**config.mk**
```make
export PLATFORM = sky130hd
export DESIGN_NAME = dhrt_ram
export DESIGN_NICKNAME = d
export VERILOG_FILES = /design/src/rtl/assert_macros.svh /design/src/rtl/dhrt_ram.sv
export SDC_FILE = /design/constraint.sdc
export NUM_CORES = 1
export LEC_CHECK = 0
export BUFFER_PORTS_ARGS = -buffer_cell sky130_fd_sc_hd__buf_2
export CAP_MARGIN = 40
export CORE_MARGIN = 4
export CORE_UTILIZATION = 42
export CTS_CLUSTER_DIAMETER = 40
export DETAILED_ROUTE_END_ITERATION = 12
export PLACE_DENSITY = 0.68
export SLEW_MARGIN = 10
export SYNTH_ARGS = -nofsm -noshare
export SYNTH_HDL_FRONTEND = slang
export SYNTH_SLANG_ARGS = --single-unit
```
**constraint.sdc**
```tcl
create_clock -name i_clk -period 2 [get_ports i_clk]
set_input_delay 0.3 -clock i_clk [delete_from_list [all_inputs] [get_ports i_clk]]
set_output_delay 0.3 -clock i_clk [all_outputs]
set_load 0.01 [all_outputs]
```
**src/rtl/assert_macros.svh**
```systemverilog
// Assertion macros used by the result table top level
`ifndef ASSERT_MACROS_SVH
`define ASSERT_MACROS_SVH
`ifndef SYNTH
`define ASSERT_IMPL(label, clk, rst_n, ante, cons) \
    label: assert property (@(posedge clk) disable iff (!rst_n) (ante) |-> (cons)) \
        else $error("assertion failed");
`define ASSERT_NEXT(label, clk, rst_n, ante, cons) \
    label: assert property (@(posedge clk) disable iff (!rst_n) (ante) |=> (cons)) \
        else $error("assertion failed");
`else
`define ASSERT_IMPL(label, clk, rst_n, ante, cons)
`define ASSERT_NEXT(label, clk, rst_n, ante, cons)
`endif
`endif

```
**src/rtl/dhrt_ram.sv**
```systemverilog
// Generic single-port RAM with registered read
module dhrt_ram #(
    parameter int WIDTH = 8,
    parameter int DEPTH = 16
) (
    input  logic                     i_clk,
    input  logic                     i_we,
    input  logic [$clog2(DEPTH)-1:0] i_addr,
    input  logic [WIDTH-1:0]         i_wdata,
    output logic [WIDTH-1:0]         o_rdata
);
    logic [WIDTH-1:0] r_mem [DEPTH];

    always_ff @(posedge i_clk) begin
        if (i_we) begin
            r_mem[i_addr] <= i_wdata;
        end
        o_rdata <= r_mem[i_addr];
    end
endmodule

```
# Yosys cells after proc, flatten, opt, wreduce, memory -nomap -nowiden
# Memories as Yosys holds them, arrays and structs flattened. A register that Yosys moved wholly into a read port is not among the register bits.
# Cells that the tools add are included.
[word_totals]
regBits = 0
mem_bits_rw = 128
input_bits = 14
output_inout_bits = 8
wordCells = 3
n_memories = 1
[memory_table]
columns = ["name", "depth", "width", "rd", "rd_clocked_by_memory_dff", "write_ports", "line", "source"]
rows = [
  ["r_mem", 16, 8, 1, 1, 1, "dhrt_ram.sv:12", "logic [WIDTH-1:0] r_mem [DEPTH];"],
]
[classes]
muxes = 2
[op_table]
columns = ["operator", "count"]
rows = [
  ["1-bit 2-to-1 mux", 2],
]

# Logic depth before layout (Yosys ltp)
[depth]
ltp_word = 2
mapped_depth = 5
ltp_nobuf = 3

# Least setup slack after synthesis
# Ideal clock, no wire load.
[synth_timing]
path_kind = "input -> register"
start = "input i_addr[2]"
end = "memory r_mem[0][0] (enable)"
arrival_time_ps = 1410
slack_ps = 207
cell_stages = 2
path_buffers = 0
path_cell_list = "or3b_2 > nor3_1"
[synth_lines]
columns = ["element", "line", "source"]
rows = [
  ["start, declared", "dhrt_ram.sv:8", "input logic [$clog2(DEPTH)-1:0] i_addr,"],
  ["end, declared", "dhrt_ram.sv:12", ""],
]
# No word-level cell before the write port.

==> impl_metrics.json <==
{
  "clock_latency_ns": 0.40,
  "grt_pass1_vias": 2572,
  "synthFlopType": "edfxtp_1",
  "min_period_over_period_pct": 66.3,
  "wl_per_cell_um": 22.4,
  "fin_ws_ns": 0.675,
  "drv_cap": 0,
  "core_area_um2": 11600,
  "report.final.slew_viol_count": 0,
  "timing.rr.end": "o_rdata[3]$_DFF_P_",
  "power.total_mw": 7.07,
  "dpl.cell_count": 409,
  "cts_hold_buf": 0,
  "setup_viol": 0,
  "max-slew-margin-rel_pct": 71.9,
  "setup-tns-final_ns": 0,
  "grt_use_total_pct": 15.2,
  "synth.most_common_cell": "edfxtp_1",
  "worstPathRequired_ns": 2.28,
  "crit_path_start_kind": "flip-flop",
  "drc": 0,
  "syn_inst": 230,
  "drive_gt1_share_pct": 36.6,
  "critPathKind": "flip-flop to flip-flop",
  "clock_sinks": 136,
  "r2r_setup_slack_ns": 0.67,
  "ys_types": 18,
  "ant_nets": 0,
  "pre_cts_ws_ns": 0.288,
  "io_pins": 22,
  "synth_edf_count": 128,
  "path_max_fanout": 1,
  "clock-skew-final_ns": 0.00567,
  "io_buffers": 21,
  "stdcell_area_um2": 6190,
  "synth-simple-area-share_pct": 3.21,
  "holdWs_ns": 0.285,
  "clkTransAtPathRegs_ns": 0.06,
  "rows": 39,
  "vias": 2401,
  "fin_nets": 299,
  "worst_slew_pin_slew_ns": 0.422,
  "p_per_area_nw_per_um2": 1140,
  "synthArstFlopShare_pct": 0,
  "vias_per_cell": 5.44,
  "grt-ovfl-total": 0,
  "cp-endpoint": "o_rdata[3]$_DFF_P_",
  "max_freq_mhz": 754,
  "grt_pass1_wl_mm": 15.6,
  "cts_buffers": 17,
  "cts.repair.resized": 0,
  "syn_area_um2": 5070,
  "min_path_type": "input port to flip-flop",
  "synth_compound_area_share_pct": 2.37,
  "die_h_um": 118,
  "dp_hpwl_mm": 6.03,
  "synth_top_area_share_pct": 75.9,
  "yosys_warnings": 0,
  "insertedDiodeCount": 0,
  "die_area_um2": 13900,
  "syn-num-nets": 244,
  "leakage_nw": 2.09,
  "routed_wirelength_mm": 9.86,
  "dr.pass1.iters": 4,
  "fin_crit_ns": 1.33,
  "drt-initial-drc-count": 207,
  "antenna_found_initial": 0,
  "worstPathArrival_ns": 1.60,
  "syn_area_per_cell_um2": 22.0,
  "cts_tree": "built",
  "cts-htree-levels": 4,
  "area_delta_synth_final_pct": 22.2,
  "cts_setup_buffers": 0,
  "synth_top_family_by_area": "multiplexers",
  "stdcell_count": 441,
  "clock-root-buffer": "clkbuf_16",
  "r2r_cells": 3,
  "yosys_register_bits": 136,
  "peakVddDrop_mv": 0.586,
  "synthTopCellsByArea": "edfxtp_1 (76%), mux4_2 (14%), dfxtp_1 (3.2%)",
  "cp-end-kind": "flip-flop",
  "crit_start": "r_mem[15][3]$_DFFE_PP_",
  "synth-xor-area-share_pct": 0,
  "dieWidth_um": 118,
  "r2r_start": "r_mem[15][3]$_DFFE_PP_",
  "gp_congestion": 0.740,
  "rsz0062_at_grt": "no",
  "grt_max_degree": 29,
  "start_util_pct": 43.6,
  "cts_buffer_depth": 2,
  "place_area_um2": 5510,
  "synth_top_area_cell": "edfxtp_1",
  "status": "completed",
  "synth_fa_ha_area_share_pct": 0,
  "finalHoldViolCount": 0,
  "ys_seq_area_share_pct": 79.0,
  "synthMuxAreaShare_pct": 14.2,
  "synthTopCellsByCount": "edfxtp_1 (128), mux4_2 (32), a22oi_1 (16), nor2_1 (13), nand2_1 (9)",
  "final_util_pct": 53.3
}
## registers in the layout, indices dropped and copies added, names as in the netlist
| name | count |
|---|---|
| o_rdata | 8 |
| r_mem | 128 |
## layout make-up
cell class	instances	area (µm²)
clock buffers	18	429
clock inverters	14	253
fillers	869	5420
multi-input cells	83	1000
flip-flops and latches	136	4000
well taps	143	179
repair buffers	47	325
## critical path, cell delays in order (launching register included)
cell	delay, ns
edfxtp_1	0.38
mux4_2	0.51
a22oi_1	0.23
nand2_1	0.09
## cells by family (layout without fill, tap and decap cells)
logic type / after synthesis / count (layout)
compound gates: 16 / 16
mux: 32 / 32
simple gates: 35 / 35
flops: 136 / 136
buf+inv: 11 / 79
## report_power, final
group / internal [mW] / switching [mW]
clock: 2.45 / 1.10
combinational: 0.134 / 0.175
sequential: 3.19 / 0.0191
## cell usage in the layout, fill, tap and decap left out
master,n
bufinv_16,7
buf_12,2
nand2_1,9
a22oi_1,16
nand3_1,1
mux4_2,32
dfxtp_1,8
clkinv_4,2
edfxtp_1,128
nor2b_1,2
nor2_1,13
nand3b_1,2
clkinv_2,2
buf_2,21
clkinv_1,2
or3b_2,1
and2_1,1
nand2b_1,2
clkbuf_16,17
clkinvlp_4,1
buf_4,24
clkbuf_1,1
nor3_1,4
## how the worst min path moves through the flow
stage | slack, ns | to | start | cells after the start
after floorplan | 0.40 | r_mem[0][0]$_DFFE_PP_ | i_wdata[0] | 0
after global placement | 0.66 | o_rdata[0]$_DFF_P_ | r_mem[12][0]$_DFFE_PP_ | 3
after detailed placement | 0.67 | o_rdata[0]$_DFF_P_ | r_mem[15][0]$_DFFE_PP_ | 3
after CTS | 0.28 | r_mem[2][1]$_DFFE_PP_ | i_wdata[1] | 1
after global routing | 0.28 | r_mem[2][1]$_DFFE_PP_ | i_wdata[1] | 1
final | 0.29 | r_mem[0][4]$_DFFE_PP_ | i_wdata[4] | 1
## layer usage
| layer | GRT usage, % | wire [µm] | up-vias |
|---|---|---|---|
| met5 | 0 | 0 | - |
| met1 | 20.7 | 4370 | 1261 |
| li1 | - | - | 1073 |
| met3 | 3.99 | 498 | 11 |
| met2 | 24.4 | 4880 | 56 |
| met4 | 4.47 | 111 | 0 |
Note: power is estimated with default switching activity, not from simulation.
