`src/rtl/assert_macros.svh`:
```
// Assertion macros used by the result table top level
`ifndef ASSERT_MACROS_SVH
`define ASSERT_MACROS_SVH
`ifndef SYNTH
`define ASSERT_IMPL(label, clk, rst_n, ante, cons) \
    label: assert property (@(posedge clk) disable iff (!rst_n) (ante) |-> (cons)) \
        else $error("assertion failed");
`define ASSERT_NEXT(label, clk, rst_n, ante, cons) \
    label: assert property (@(posedge clk) disable iff (!rst_n) (ante) |=> (cons)) \
        else $error("assertion failed");
`else
`define ASSERT_IMPL(label, clk, rst_n, ante, cons)
`define ASSERT_NEXT(label, clk, rst_n, ante, cons)
`endif
`endif

```
`src/rtl/dhrt_pkg.sv`:
```
// Package with shared constants and types of the result table
package dhrt_pkg;
    localparam int TABLE_BITS  = 12;
    localparam int TABLE_DEPTH = 1 << TABLE_BITS;
    localparam int ENTRY_W     = 112;

    localparam logic [1:0] REQ_RECORD  = 2'd0;
    localparam logic [1:0] REQ_MERGE   = 2'd1;
    localparam logic [1:0] REQ_QUERY   = 2'd2;
    localparam logic [1:0] REQ_UNKNOWN = 2'd3;

    localparam logic [1:0] ST_OK       = 2'd0;
    localparam logic [1:0] ST_DEEP     = 2'd1;
    localparam logic [1:0] ST_FULL     = 2'd2;
    localparam logic [1:0] ST_NOTFOUND = 2'd3;

    localparam logic [1:0] OC_WHITE = 2'd0;
    localparam logic [1:0] OC_BLACK = 2'd1;
    localparam logic [1:0] OC_DRAW  = 2'd2;
    localparam logic [1:0] OC_NONE  = 2'd3;

    localparam logic CFG_BITS = 1'b0;
    localparam logic CFG_PLY  = 1'b1;

    // divider handshake
    typedef struct packed {
        logic        start;
        logic [23:0] dividend;
        logic [17:0] divisor;
    } t_div_req;

    typedef struct packed {
        logic        done;
        logic [23:0] quotient;
    } t_div_rsp;
endpackage

```
`src/rtl/dhrt_div.sv`:
```
// Restoring divider, one quotient bit per cycle
module dhrt_div (
    input  logic              i_clk,
    input  logic              i_rst_n,
    input  dhrt_pkg::t_div_req i_req,
    output dhrt_pkg::t_div_rsp o_rsp
);
    logic [23:0] r_quo, n_quo;
    logic [18:0] r_rem, n_rem;
    logic [17:0] r_dvs;
    logic [4:0]  r_cnt;
    logic        r_busy, r_done;
    logic [18:0] w_trial;

    always_comb begin
        w_trial = {r_rem[17:0], r_quo[23]};
        n_quo   = {r_quo[22:0], 1'b0};
        n_rem   = w_trial;
        if (w_trial >= {1'b0, r_dvs}) begin
            n_rem    = w_trial - {1'b0, r_dvs};
            n_quo[0] = 1'b1;
        end
    end

    always_ff @(posedge i_clk) begin
        if (!i_rst_n) begin
            r_busy <= 1'b0;
            r_done <= 1'b0;
            r_cnt  <= '0;
        end else begin
            r_done <= 1'b0;
            if (i_req.start) begin
                r_busy <= 1'b1;
                r_cnt  <= 5'd0;
                r_quo  <= i_req.dividend;
                r_rem  <= '0;
                r_dvs  <= i_req.divisor;
            end else if (r_busy) begin
                r_quo <= n_quo;
                r_rem <= n_rem;
                r_cnt <= r_cnt + 5'd1;
                if (r_cnt == 5'd23) begin
                    r_busy <= 1'b0;
                    r_done <= 1'b1;
                end
            end
        end
    end

    assign o_rsp.done     = r_done;
    assign o_rsp.quotient = r_quo;
endmodule

```
`config.mk`:
```
export PLATFORM = sky130hd
export DESIGN_NAME = dhrt_div
export DESIGN_NICKNAME = d
export VERILOG_FILES = /design/src/rtl/assert_macros.svh /design/src/rtl/dhrt_pkg.sv /design/src/rtl/dhrt_div.sv
export SDC_FILE = /design/constraint.sdc
export NUM_CORES = 1
export LEC_CHECK = 0
export ABC_AREA = 1
export BUFFER_PORTS_ARGS = -buffer_cell sky130_fd_sc_hd__buf_2
export CAP_MARGIN = 20
export CORE_UTILIZATION = 40
export CTS_CLUSTER_DIAMETER = 30
export DETAILED_ROUTE_END_ITERATION = 12
export PLACE_DENSITY = 0.67
export SLEW_MARGIN = 10
export SYNTH_ARGS = -nofsm -noshare
export SYNTH_HDL_FRONTEND = slang
export SYNTH_SLANG_ARGS = --single-unit
```
`constraint.sdc`:
```
create_clock -name i_clk -period 3.3 [get_ports i_clk]
set_input_delay 0.99 -clock i_clk [delete_from_list [all_inputs] [get_ports i_clk]]
set_output_delay 0.99 -clock i_clk [all_outputs]
set_load 0.005 [all_outputs]
```
Word-level counts from Yosys, hierarchy flattened --
Cells that the tools add are included.
Storage, ports and cells: bits in registers 67, input bits 45, logic and storage cells 26
Cells by class: add/sub/neg operators 2, $lt $le $gt $ge 1, eq/ne operators 1, mux-type cells 9, bitwise logic cells 2, reductions and logical operators 5
Operators by type and width (number):
- 24-bit 2-to-1 mux | 2
- 18-bit 2-to-1 mux | 2
- 19-bit by 18-bit greater-or-equal comparator with 1-bit output | 1
- 18-bit subtractor | 1
- 5-bit by 1-bit adder with 5-bit output (second input constant) | 1
- 5-bit == test (second input constant) | 1
- 1-bit 2-to-1 mux | 5
- 2-bit AND reduction | 2
- 3-bit OR reduction | 1
- 1-bit inverter | 2
- 2-bit nonzero test | 1
- 2-bit OR reduction | 1

Longest topological paths before layout --
depth in word-level cells 4, mapped depth 15, depth with buffers taken out 15

Least setup slack after synthesis --
No wires, ideal clock.
path kind input-to-reg, from input i_req[42] in the netlist's numbering, to register r_quo[0], enable pin, setup time 400 ps, arrival 2499 ps, required time 2900 ps, setup slack 401 ps, stages on the path 4, buffers on the path 2, cell sequence clkbuf_1 > clkbuf_1 > nand2_1 > nand2_1
Between the ends: cells in the longest elaborated chain, start to end 2
RTL lines:
- start, declared | line dhrt_div.sv:5 | input dhrt_pkg::t_div_req i_req,
- 2-bit nonzero test (no line)
- 2-bit AND reduction (no line)
- end signal, assigned | line dhrt_div.sv:35 | r_quo <= i_req.dividend;
- end signal, assigned | line dhrt_div.sv:39 | r_quo <= n_quo;
- end, declared | line dhrt_div.sv:8 | logic [23:0] r_quo, n_quo;
Every way passes these cells. A chain may end at the register's enable or synchronous reset.

Worst setup path after layout --
from register r_rem[9], to register r_rem[17] (data pin)
Between the ends: cells in the longest elaborated chain, start to end 3, elaborated cells between the ends (all ways) 4, those cells by class add/sub: 1; order compare: 1; mux: 2
RTL lines:
- start, declared | line dhrt_div.sv:9 | logic [18:0] r_rem, n_rem;
- start signal, assigned | line dhrt_div.sv:40 | r_rem <= n_rem;
- 18-bit subtractor / 19-bit by 18-bit greater-or-equal comparator with 1-bit output (equally long branches) | line dhrt_div.sv:20, dhrt_div.sv:19
- 18-bit 2-to-1 mux * | line dhrt_div.sv:19 | if (w_trial >= {1'b0, r_dvs}) begin
- 18-bit 2-to-1 mux * | line dhrt_div.sv:38 | end else if (r_busy) begin
Every way passes the cells marked *; elsewhere a longest branch is shown, timed or not. The select of a mux whose other input is x is not followed.

==> impl_results.md <==
* Synth Warn # at 0
* Crit path cell chain: ha_1 > nand2_1 > inv_1 > nand2_1 > nand2_1 > inv_1 > nand2_1 > nand2_1 > nand4_4 > nand2_1 > nand2_1 > nand2_1 > inv_1
* Peak supply drop at 0.264 mV
* Max Clk Rate at 423 MHz
* CTS clk-pin slew, worst paths at 0.07 ns
* Cell taking the most area after synthesis: edfxtp_1
* CTS tree: done
* Syn-to-layout area delta at 16.7%
* Worst Setup Start Kind: flip-flop
* Hold slack at 0.479 ns
* Sequential area share after synthesis at 0.482
* Tcrit/Tclk final at 0.717
* Clk Latency, worst-skew pair at 0.34 ns
* MaxCap Viol Count at 0
* Via count at 3,459
* Post-synth EDFFs at 60
* Number of antenna violations at the first check in global routing at 1
* Setup Skew at 0.0102 ns
* Hold_buf cts at 0
* Post-synth top area share at 0.447
* Pre-antenna DRT Iters at 4
* Max Slew Vio Count at 0
* Min Tclk post-route at 2.37 ns
* Vias in the first global route at 3,517
* Gates resized, CTS repair at 0
* Die Height at 102 um
* Share of async-settable or async-resettable flops after synthesis at 0
* Cell row count at 36
* Port Buffer Count at 69
* Post-synth top flop: edfxtp_1
* All-Layer GR Usage at 0.195
* Clk buf depth at 2
* Worst Path Arrival at 2.46 ns
* Cell variety after synth at 28
* Final #Nets at 653
* # diodes at 0
* Cell mode on critical path: nand2_1
* CP Capture Type: flip-flop
* Total gr overflow at 0
* Slowest CP cell: edfxtp_1
* Final Hold Fails at 0
* Post-CTS Setup Bufs at 0
* Pin count of the biggest net entering global routing at 43
* RSZ-0062 raised after global routing: false
* PwrDens at 517 nW/um2
* Largest stage delay on the critical path at 0.45 ns
* Final setup vio count at 0
* H-tree levels at 3
* Worst-margin pin slew at 0.616 ns
* Number of DRC markers in iteration 0 at 207
* Status: completed
* CORE AREA at 9770 um2
* Initial Utilization at 0.413
* Root Buffer: clkbuf_8
* Syn Std Cell Area at 4030 um2
* Required @ worst endpoint at 3.40 ns
* Die area at 10,500 um2
* Post-DR wirelength/cell at 12.7 um
* Dominant cells by area after synthesis: edfxtp_1 45%, nand2_1 20%, inv_1 7.2%
* Die X at 102 um
* Leakage Power at 2.39 nW
* # IOs at 70
* Critical Path Fanout Max at 28
* First-pass GRT wire length at 15,700 um
* TritonCTS buffer count at 9
* Mapped Avg Cell Area at 7.85 um2
* Syn Inst Count at 514
* CTS Sinks at 67
* Post-DRT Antenna Nets at 0
* Rel. slew slack at 0.586
* Share of cells above drive strength 1 at 0.153
* Post-synth top cells: 216 x nand2_1, 77 x inv_1, 60 x edfxtp_1, 41 x nor2_1, 22 x a21oi_1
* Vias per cell at 4.76
* Detailed Place HPWL at 6990 um
* Placer Congestion at 0.888
* Seq cells post-synth at 67
* Hold crit path type: reg2reg
* Mapped Nets at 579
* Routed wire length at 9240 um
* DRC at 0
* Power Total at 0.00243 W
* Category of the critical setup timing path: reg2reg
* Top-count cell post-synth: nand2_1
* Post-route setup TNS at 0 ns
worst max-delay path, delay by kind of cell, from the launching register on:
| family | cells | cell delay [ns] |
|---|---|---|
| buffers and inverters | 3 | 0.18 |
| and+or+nand+nor | 9 | 1.12 |
| DFF | 1 | 0.45 |
| adders and majority gates | 1 | 0.38 |
path summary, 6_finish.rpt:
kind            start   endpoint  slack (ns)  cells past startpoint
max          r_rem[9]  r_rem[17]        0.93                     13
min          r_cnt[4]   r_cnt[4]        0.48                      2
max reg2reg  r_rem[9]  r_rem[17]        0.93                     13
min reg2reg  r_cnt[4]   r_cnt[4]        0.48                      2
registers in the layout (all words and copies together), names as in the netlist:
register and flops:
r_busy 1, r_cnt 5, r_done 1, r_dvs 18, r_quo 24, r_rem 18
per-layer routing:
| metal | GRT usage | up-vias | share of wire |
|---|---|---|---|
| met3 | 0.0499 | 13 | 0.065 |
| met1 | 0.258 | 1551 | 0.48 |
| met2 | 0.316 | 121 | 0.44 |
| li1 | - | 1774 | - |
| met4 | 0.0593 | 0 | 0.015 |
| met5 | 0 | - | 0 |
stage by stage:
stage / cell area, um2 / setup WS [ns] / std cells / utilization
after floorplan: 4030 / 0.401 / 514 / -
after global placement: 4510 / 0.865 / 710 / 0.462
after detailed placement: 4510 / 0.809 / 710 / 0.462
after CTS: 4710 / 0.932 / 726 / 0.481
after global routing: 4710 / 0.715 / 726 / 0.481
final: 4710 / 0.934 / 726 / 0.481
where the power goes:
part           internal (W)  total (W)  switching, W  leakage, nW
sequential          0.00103    0.00108     0.0000500        0.638
clock              0.000340   0.000659      0.000319       0.0948
combinational      0.000250   0.000691      0.000441         1.66
total               0.00162    0.00243      0.000810         2.39
logic make-up (layout without fill, tap and decap cells):
family,Yosys count,in the layout,synth area share
AOI/OAI and AO/OA,34,34,0.0487
xor gates and xnor gates,7,7,0.0152
adders and majority gates,20,20,0.0639
buffers and inverters,88,167,0.0875
DFF,67,67,0.482
and+or+nand+nor,298,298,0.303
layout by cell type (no fill, tap or decap), drive strengths merged:
cell	synthesis	final
and2	3	3
a31oi	1	1
nand4	7	7
o21ai	1	1
fa	1	1
clkinv	1	3
clkbuf	6	13
nor3	8	8
a21oi	22	22
clkinvlp	0	1
nand3b	5	5
buf	4	73
o21bai	10	10
ha	19	19
xnor2	1	1
dfxtp	7	7
xor2	6	6
nand3	12	12
nor2	43	43
nand2	216	216
inv	77	77
or2	1	1
edfxtp	60	60
nor4	1	1
nor3b	2	2
layout make-up:
class	instances	area [um2]
multi-input cells	359	1740
flip-flops and latches	67	1940
repair buffers	73	375
inverters	78	293
clock buffers	13	170
fillers	998	5070
well taps	133	166
clock inverters	3	21.3
(Power assumes the default switching activity.)
